<file path="config.mk">
export PLATFORM = sky130hd
export DESIGN_NAME = rtc_nibble_register_port
export DESIGN_NICKNAME = d
export VERILOG_FILES = /design/src/hw/rtl/rtcnib_pkg.sv /design/src/hw/rtl/rtcnib_live.sv /design/src/hw/rtl/rtc_nibble_register_port.sv
export SDC_FILE = /design/constraint.sdc
export NUM_CORES = 1
export LEC_CHECK = 0
export BUFFER_PORTS_ARGS = -buffer_cell sky130_fd_sc_hd__buf_4
export CORE_MARGIN = 2
export CORE_UTILIZATION = 60
export CTS_BUF_LIST = sky130_fd_sc_hd__clkbuf_8 sky130_fd_sc_hd__clkbuf_16
export CTS_CLUSTER_DIAMETER = 120
export CTS_CLUSTER_SIZE = 24
export DETAILED_ROUTE_END_ITERATION = 16
export GPL_ROUTABILITY_DRIVEN = 0
export PLACE_DENSITY = 0.87
export SYNTH_ARGS = -nofsm -noshare
export SYNTH_HDL_FRONTEND = slang
export SYNTH_SLANG_ARGS = --single-unit
</file>
<file path="constraint.sdc">
create_clock -name clk -period 14.8 [get_ports clk]
set_input_delay 1.48 -clock clk [delete_from_list [all_inputs] [get_ports clk]]
set_output_delay 1.48 -clock clk [all_outputs]
set_load 0.1 [all_outputs]
</file>
<file path="src/hw/rtl/rtcnib_pkg.sv">
package rtcnib_pkg;

	// register file
	localparam int NUM_REGS = 16;
	localparam int IDX_W    = $clog2(NUM_REGS);
	localparam int SEL_W    = 4;
	localparam int NIB_W    = 4;

	// port decode
	localparam logic [7:0] PORT_A = 8'hb8;
	localparam logic [7:0] PORT_B = 8'hb9;

	// bus access kinds
	localparam logic OP_READ  = 1'b0;
	localparam logic OP_WRITE = 1'b1;

	// live time registers
	localparam logic [SEL_W-1:0] REG_SEC   = 4'd0;
	localparam logic [SEL_W-1:0] REG_MIN   = 4'd1;
	localparam logic [SEL_W-1:0] REG_HOUR  = 4'd2;
	localparam logic [SEL_W-1:0] REG_MDAY  = 4'd3;
	localparam logic [SEL_W-1:0] REG_MONTH = 4'd4;
	localparam logic [SEL_W-1:0] REG_YEAR  = 4'd5;
	localparam logic [SEL_W-1:0] REG_WDAY  = 4'd6;

	// binary to packed BCD, tens truncated to one nibble
	// v / 10 as (v * 205) >> 11, exact for v below 1029
	function automatic logic [7:0] to_bcd(input logic [6:0] v);
		logic [14:0] prod;
		logic [3:0]  tens;
		logic [6:0]  rem;
		prod = {8'd0, v} * 15'd205;
		tens = prod[14:11];
		rem  = v - 7'({3'd0, tens} * 7'd10);
		return {tens, rem[3:0]};
	endfunction

endpackage

</file>
<file path="src/hw/rtl/rtcnib_live.sv">
// Live time view: picks the time field for a register number and
// converts it to BCD.
module rtcnib_live (
	input  logic [rtcnib_pkg::SEL_W-1:0] sel,
	input  logic [5:0]                   now_sec,
	input  logic [5:0]                   now_min,
	input  logic [4:0]                   now_hour,
	input  logic [4:0]                   now_mday,
	input  logic [3:0]                   now_month,
	input  logic [6:0]                   now_year,
	input  logic [2:0]                   now_wday,
	output logic                         live,
	output logic [7:0]                   live_byte
);

	logic [3:0] wday_sum;
	logic [3:0] wday_mod;
	logic [6:0] bin_val;

	// weekday as ((wday + 2) mod 7) + 1, wday + 2 stays below 14
	always_comb begin
		wday_sum = {1'b0, now_wday} + 4'd2;
		wday_mod = (wday_sum >= 4'd7) ? wday_sum - 4'd7 : wday_sum;
	end

	// field select
	always_comb begin
		live    = 1'b1;
		bin_val = '0;
		case (sel)
			rtcnib_pkg::REG_SEC:   bin_val = {1'b0, now_sec};
			rtcnib_pkg::REG_MIN:   bin_val = {1'b0, now_min};
			rtcnib_pkg::REG_HOUR:  bin_val = {2'b0, now_hour};
			rtcnib_pkg::REG_MDAY:  bin_val = {2'b0, now_mday};
			rtcnib_pkg::REG_MONTH: bin_val = {3'b0, now_month};
			rtcnib_pkg::REG_YEAR:  bin_val = now_year;
			rtcnib_pkg::REG_WDAY:  bin_val = {3'b0, wday_mod + 4'd1};
			default:               live    = 1'b0;
		endcase
	end

	assign live_byte = rtcnib_pkg::to_bcd(bin_val);

endmodule

</file>
<file path="src/hw/rtl/rtc_nibble_register_port.sv">
// Channel  Dir  Signals                     Word
// s_*      in   tvalid tready tdata tuser   one bus access plus a time snapshot
// m_*      out  tvalid tready tdata tuser   one reply per access
//
// One word per cycle sustained while m_tready is high. Stage 1 decodes
// the access and issues the register file read; its read data and decode
// feed the output register, from which the m side takes the reply word.
// Reset clears the phase, selection, pending nibble, entry valid bits and
// both valid flags; entries never written read as zero. A stalled m side
// fills the output register and stage 1 before s_tready drops.
module rtc_nibble_register_port (
	input  logic        clk,
	input  logic        arst_n,
	input  logic        s_tvalid,
	output logic        s_tready,
	// [7:0] port_addr, [15:8] wr_data, [21:16] now_sec, [27:22] now_min,
	// [32:28] now_hour, [37:33] now_mday, [41:38] now_month,
	// [48:42] now_year, [51:49] now_wday, [55:52] zero
	input  logic [55:0] s_tdata,
	input  logic        s_tuser,   // [0] op
	output logic        m_tvalid,
	input  logic        m_tready,
	output logic [7:0]  m_tdata,   // [3:0] rd_data, [7:4] zero
	output logic        m_tuser    // [0] port_hit
);

	typedef enum logic [1:0] {
		PH_SEL  = 2'd0,
		PH_HIGH = 2'd1,
		PH_LOW  = 2'd2
	} phase_t;

	typedef struct packed {
		logic       hit;
		logic       rd_en;
		logic       rd_low;
		logic       live;
		logic       in_range;
		logic       ent_vld;
		logic [7:0] live_byte;
	} s1_t;

	localparam int NR = rtcnib_pkg::NUM_REGS;
	localparam int IW = rtcnib_pkg::IDX_W;
	localparam int SW = rtcnib_pkg::SEL_W;

	// input fields
	logic       op;
	logic [7:0] port_addr;
	logic [3:0] nib;

	assign op        = s_tuser;
	assign port_addr = s_tdata[7:0];
	assign nib       = s_tdata[11:8];

	phase_t         phase_q;
	logic [SW-1:0]  sel_q;
	logic [3:0]     pend_q;
	logic [NR-1:0]  vld_q;
	logic [7:0]     mem [NR];
	logic [7:0]     rdata_s1;
	s1_t            st_s1;
	logic           valid_s1;
	logic           out_vld_q;
	logic [3:0]     out_nib_q;
	logic           out_hit_q;

	logic           acc;
	logic           adv;
	logic           hit;
	logic           live;
	logic [7:0]     live_byte;
	logic           in_range;
	logic [IW-1:0]  idx;
	logic           wr_en;
	logic           rd_en;
	logic [7:0]     byte_s1;
	logic [3:0]     nib_s1;

	rtcnib_live u_live (
		.sel       (sel_q),
		.now_sec   (s_tdata[21:16]),
		.now_min   (s_tdata[27:22]),
		.now_hour  (s_tdata[32:28]),
		.now_mday  (s_tdata[37:33]),
		.now_month (s_tdata[41:38]),
		.now_year  (s_tdata[48:42]),
		.now_wday  (s_tdata[51:49]),
		.live      (live),
		.live_byte (live_byte)
	);

	// handshake: stage 1 moves on when the output register is empty or being taken
	assign adv      = valid_s1 && (!out_vld_q || m_tready);
	assign s_tready = !valid_s1 || adv;
	assign acc      = s_tvalid && s_tready;

	// decode
	assign hit      = (port_addr == rtcnib_pkg::PORT_A) || (port_addr == rtcnib_pkg::PORT_B);
	assign in_range = {1'b0, sel_q} < (SW+1)'(NR);
	assign idx      = sel_q[IW-1:0];
	assign wr_en    = acc && hit && (op == rtcnib_pkg::OP_WRITE) && (phase_q == PH_LOW)
		&& in_range;
	assign rd_en    = hit && (op == rtcnib_pkg::OP_READ)
		&& ((phase_q == PH_HIGH) || (phase_q == PH_LOW));

	// phase sequencer
	always_ff @(posedge clk or negedge arst_n) begin
		if (!arst_n) begin
			phase_q <= PH_SEL;
			sel_q   <= '0;
			pend_q  <= '0;
		end else if (acc && hit) begin
			case (phase_q)
				PH_SEL: begin
					if (op == rtcnib_pkg::OP_WRITE) begin
						sel_q   <= nib;
						phase_q <= PH_HIGH;
					end
				end
				PH_HIGH: begin
					if (op == rtcnib_pkg::OP_WRITE) begin
						pend_q <= nib;
					end
					phase_q <= PH_LOW;
				end
				PH_LOW:  phase_q <= PH_SEL;
				default: phase_q <= PH_SEL;
			endcase
		end
	end

	// register file, entry valid bits
	always_ff @(posedge clk or negedge arst_n) begin
		if (!arst_n) begin
			vld_q <= '0;
		end else if (wr_en) begin
			vld_q[idx] <= 1'b1;
		end
	end

	// register file: one write, one registered read
	always_ff @(posedge clk) begin
		if (wr_en) begin
			mem[idx] <= {pend_q, nib};
		end
		if (acc && rd_en && in_range) begin
			rdata_s1 <= mem[idx];
		end
	end

	// stage 1 control
	always_ff @(posedge clk or negedge arst_n) begin
		if (!arst_n) begin
			valid_s1 <= 1'b0;
		end else if (acc) begin
			valid_s1 <= 1'b1;
		end else if (adv) begin
			valid_s1 <= 1'b0;
		end
	end

	// stage 1 payload
	always_ff @(posedge clk) begin
		if (acc) begin
			st_s1.hit       <= hit;
			st_s1.rd_en     <= rd_en;
			st_s1.rd_low    <= (phase_q == PH_LOW);
			st_s1.live      <= live;
			st_s1.in_range  <= in_range;
			st_s1.ent_vld   <= in_range && vld_q[idx];
			st_s1.live_byte <= live_byte;
		end
	end

	// reply nibble
	always_comb begin
		if (st_s1.live) begin
			byte_s1 = st_s1.live_byte;
		end else if (st_s1.in_range && st_s1.ent_vld) begin
			byte_s1 = rdata_s1;
		end else begin
			byte_s1 = '0;
		end
		if (!st_s1.rd_en) begin
			nib_s1 = '0;
		end else if (st_s1.rd_low) begin
			nib_s1 = byte_s1[3:0];
		end else begin
			nib_s1 = byte_s1[7:4];
		end
	end

	// output register
	always_ff @(posedge clk or negedge arst_n) begin
		if (!arst_n) begin
			out_vld_q <= 1'b0;
		end else if (adv) begin
			out_vld_q <= 1'b1;
		end else if (m_tready) begin
			out_vld_q <= 1'b0;
		end
	end

	always_ff @(posedge clk) begin
		if (adv) begin
			out_nib_q <= nib_s1;
			out_hit_q <= st_s1.hit;
		end
	end

	assign m_tvalid = out_vld_q;
	assign m_tdata  = {4'd0, out_nib_q};
	assign m_tuser  = out_hit_q;

endmodule

</file>
==> impl_metrics.env <==
export IMPL_yosysTopAreaCell="edfxtp_1"
export IMPL_num_vias=4895
export IMPL_ant_nets=0
export IMPL_rsz0062_at_grt="no"
export IMPL_cts_sinks=182
export IMPL_synth_seq_cells=182
export IMPL_setup_violations=0
export IMPL_clkTransAtPathRegs_ns=0.06
export IMPL_drc=0
export IMPL_fin_nets=687
export IMPL_grt_pass1_wl_um=29180
export IMPL_die_height_um=122.9
export IMPL_synthToLayoutAreaGrowth_pct=14.22
export IMPL_synth_area_leaders="edfxtp_1 (55%), mux4_2 (12%), dfrtp_1 (8.3%), ha_1 (6.2%), fa_1 (2.4%)"
export IMPL_placed_cells=735
export IMPL_cp_end_kind="flop"
export IMPL_drtPass1Iterations=5
export IMPL_cts_root_buf="clkbuf_16"
export IMPL_drtIter0Drc=603
export IMPL_syn_inst=511
export IMPL_grtUsageTotal=0.2721
export IMPL_final_core_util=0.7008
export IMPL_drive_above_1_share=0.2879
export IMPL_synthTopCellsByCount="edfxtp_1 (154), mux4_2 (47), ha_1 (42), inv_1 (29), dfrtp_1 (28)"
export IMPL_total_power_uw=1159
export IMPL_worst_pin_slew_ns=1.031
export IMPL_hold_path_class="flop to flop"
export IMPL_antenna_cells=0
export IMPL_core_area_um2=13830
export IMPL_ir_drop_uv=110.0
export IMPL_cts_buffers=17
export IMPL_p_sw_uw=258.2
export IMPL_initial_utilization=0.6136
export IMPL_routed_wirelength_um=19040
export IMPL_crit_type="input port to flop"
export IMPL_synth_cell_area_um2=8484
export IMPL_fin_crit_sh=0.5107
export IMPL_cts_hold_buf=0
export IMPL_path_max_fanout=8
export IMPL_yosys_warnings=0
export IMPL_cp_required_ns=14.98
export IMPL_clkLatencyLatePin_ns=0.44
export IMPL_clockBufferDepth=2
export IMPL_cts_tree="done"
export IMPL_hpwlAfterDp_um=12170
export IMPL_crit_path_start_kind="input port"
export IMPL_fillers=803
export IMPL_async_flop_share=0.1538
export IMPL_postCtsSetupBuffers=0
export IMPL_switching_share=0.2228
export IMPL_status="completed"
export IMPL_fin_cells=767
export IMPL_grt_pass1_vias=5022
export IMPL_synth_top_area_share=0.5451
export IMPL_antenna_found_initial=0
export IMPL_synth_edf_count=154
export IMPL_finalMaxSlewViolations=0
export IMPL_ys_seq_area_frac=0.6276
export IMPL_grt_overflow_total=0
export IMPL_synth_ff_type="edfxtp_1"
export IMPL_ys_types=53
export IMPL_fmax_mhz=132.3
export IMPL_fin_crit_ns=7.558
export IMPL_grt_max_degree=43
export IMPL_arrival_ns=7.74
export IMPL_fin_setup_tns_ns=0
export IMPL_p_per_area_nw_per_um2=119.6
export IMPL_synth_avg_cell_area_um2=16.60
export IMPL_finalHoldViolCount=0
export IMPL_combPwrFrac=0.101
export IMPL_worst_clock_skew_ns=0.01167
export IMPL_wl_per_cell_um=24.82
export IMPL_p_seq_frac=0.491
export IMPL_h_tree_depth=4
export IMPL_pre_cts_ws_ns=6.951
export IMPL_p_leak_uw=0.003847
export IMPL_cts_resized=0
export IMPL_synth_most_common_cell="edfxtp_1"
export IMPL_die_area_um2=15110
export IMPL_io_buffers=58
export IMPL_internal_power_uw=900.8
export IMPL_fin_ws_ns=7.242
export IMPL_max_cap_violations=0
export IMPL_vias_per_cell=6.382
export IMPL_std_cell_rows=43
export IMPL_p_clk_frac=0.407
export IMPL_die_w_um=122.9
export IMPL_slew_headroom=0.3100
export IMPL_ios=72
-- registers in the layout (all words and copies together), names as in the netlist --
signal     count
phase_q        2
pend_q         4
rdata_s1       8
st_s1         13
m_tvalid       1
out_nib_q      4
vld_q         16
valid_s1       1
m_tuser        1
mem          128
idx            4
-- power by group through the flow --
stage | registers [µW] | logic (µW) | clock network (µW)
finish | 570 | 117 | 472
global route | 570 | 131 | 496
CTS | 569 | 118 | 474
detailed placement | 580 | 115 | 0
global placement | 580 | 110 | 0
floorplan | 590 | 69.8 | 0
-- final cells by class --
cell class | count | area, µm² | share of cell area
Inverter | 30 | 112.6 | 0.01162
Clock buffer | 19 | 452.9 | 0.04674
Sequential cell | 182 | 5330 | 0.5500
Clock inverter | 13 | 163.9 | 0.01691
Multi-Input combinational cell | 279 | 2925 | 0.3019
Tap cell | 180 | 225.2 | 0.02324
Timing Repair Buffer | 64 | 480.5 | 0.04958
-- critical path, cell delays in order --
cell and delay, ns:
buf_4 0.11, inv_1 0.06, ha_1 0.20, fa_1 0.52
xnor2_1 0.21, inv_1 0.08, ha_1 0.22, nor3_1 0.20
nor3_1 0.09, or2_2 0.37, ha_1 0.36, fa_1 0.40
fa_1 0.48, ha_1 0.31, ha_1 0.31, a21oi_1 0.14
o22ai_1 0.11, a211o_1 0.32, and2_1 0.21, or3_4 0.39
xnor2_1 0.17, fa_1 0.46, xor2_1 0.20, xnor2_1 0.16
xnor2_1 0.16
-- cell families (layout without fill, tap and decap cells) --
logic type	count (synthesis)	count (layout)	share of synthesized area
flops	182	182	0.6276
simple gates	109	109	0.06828
mux	63	63	0.1450
buf+inv	53	126	0.02890
fa+ha+maj	52	52	0.08553
compound gates	42	42	0.03495
xor+xnor	9	9	0.009291
other cells	1	4	0.0004420
-- routing by layer --
metal / vias up / part of all wire / GRT usage / wire [µm]
li1: 2093 / - / - / -
met1: 2480 / 0.39 / 0.3550 / 7444
met4: 0 / 0.032 / 0.1114 / 614
met5: - / 0 / 0 / 0
met3: 55 / 0.067 / 0.06227 / 1282
met2: 267 / 0.51 / 0.4465 / 9697
-- path summary, 6_finish.rpt --
check / start / endpoint / slack, ns / cells past startpoint
worst max-delay path: s_tdata[50] / st_s1[3]$_DFFE_PP_ / 7.24 / 25
min in group asynchronous: arst_n / valid_s1$_DFFE_PN0P_ / 0.97 / 1
max in group asynchronous: arst_n / idx[0]$_DFFE_PN0P_ / 13.49 / 1
worst min-delay path: st_s1[13]$_DFFE_PP_ / m_tuser$_DFFE_PP_ / 0.42 / 0
worst min register to register: st_s1[13]$_DFFE_PP_ / m_tuser$_DFFE_PP_ / 0.42 / 0
worst max register to register: idx[0]$_DFFE_PN0P_ / st_s1[3]$_DFFE_PP_ / 7.95 / 23
-- placed cells by master (no fill, tap or decap), types with 10 or more instances in the layout --
cell	count
inv_1	34
nand2_1	18
dfrtp_1	26
fa_1	10
buf_4	64
edfxtp_1	154
or2_2	19
clkbuf_16	17
mux4_2	47
ha_1	42
nor2_1	23
-- per-stage QoR --
stage	area (µm²)	hold WS, ns
floorplan	8496	0.4003
finish	9691	0.4225
CTS	9691	0.4236
global placement	9074	0.4041
global route	9691	0.4430
detailed placement	9074	0.4092
Power figures use the tool's default switching activity.
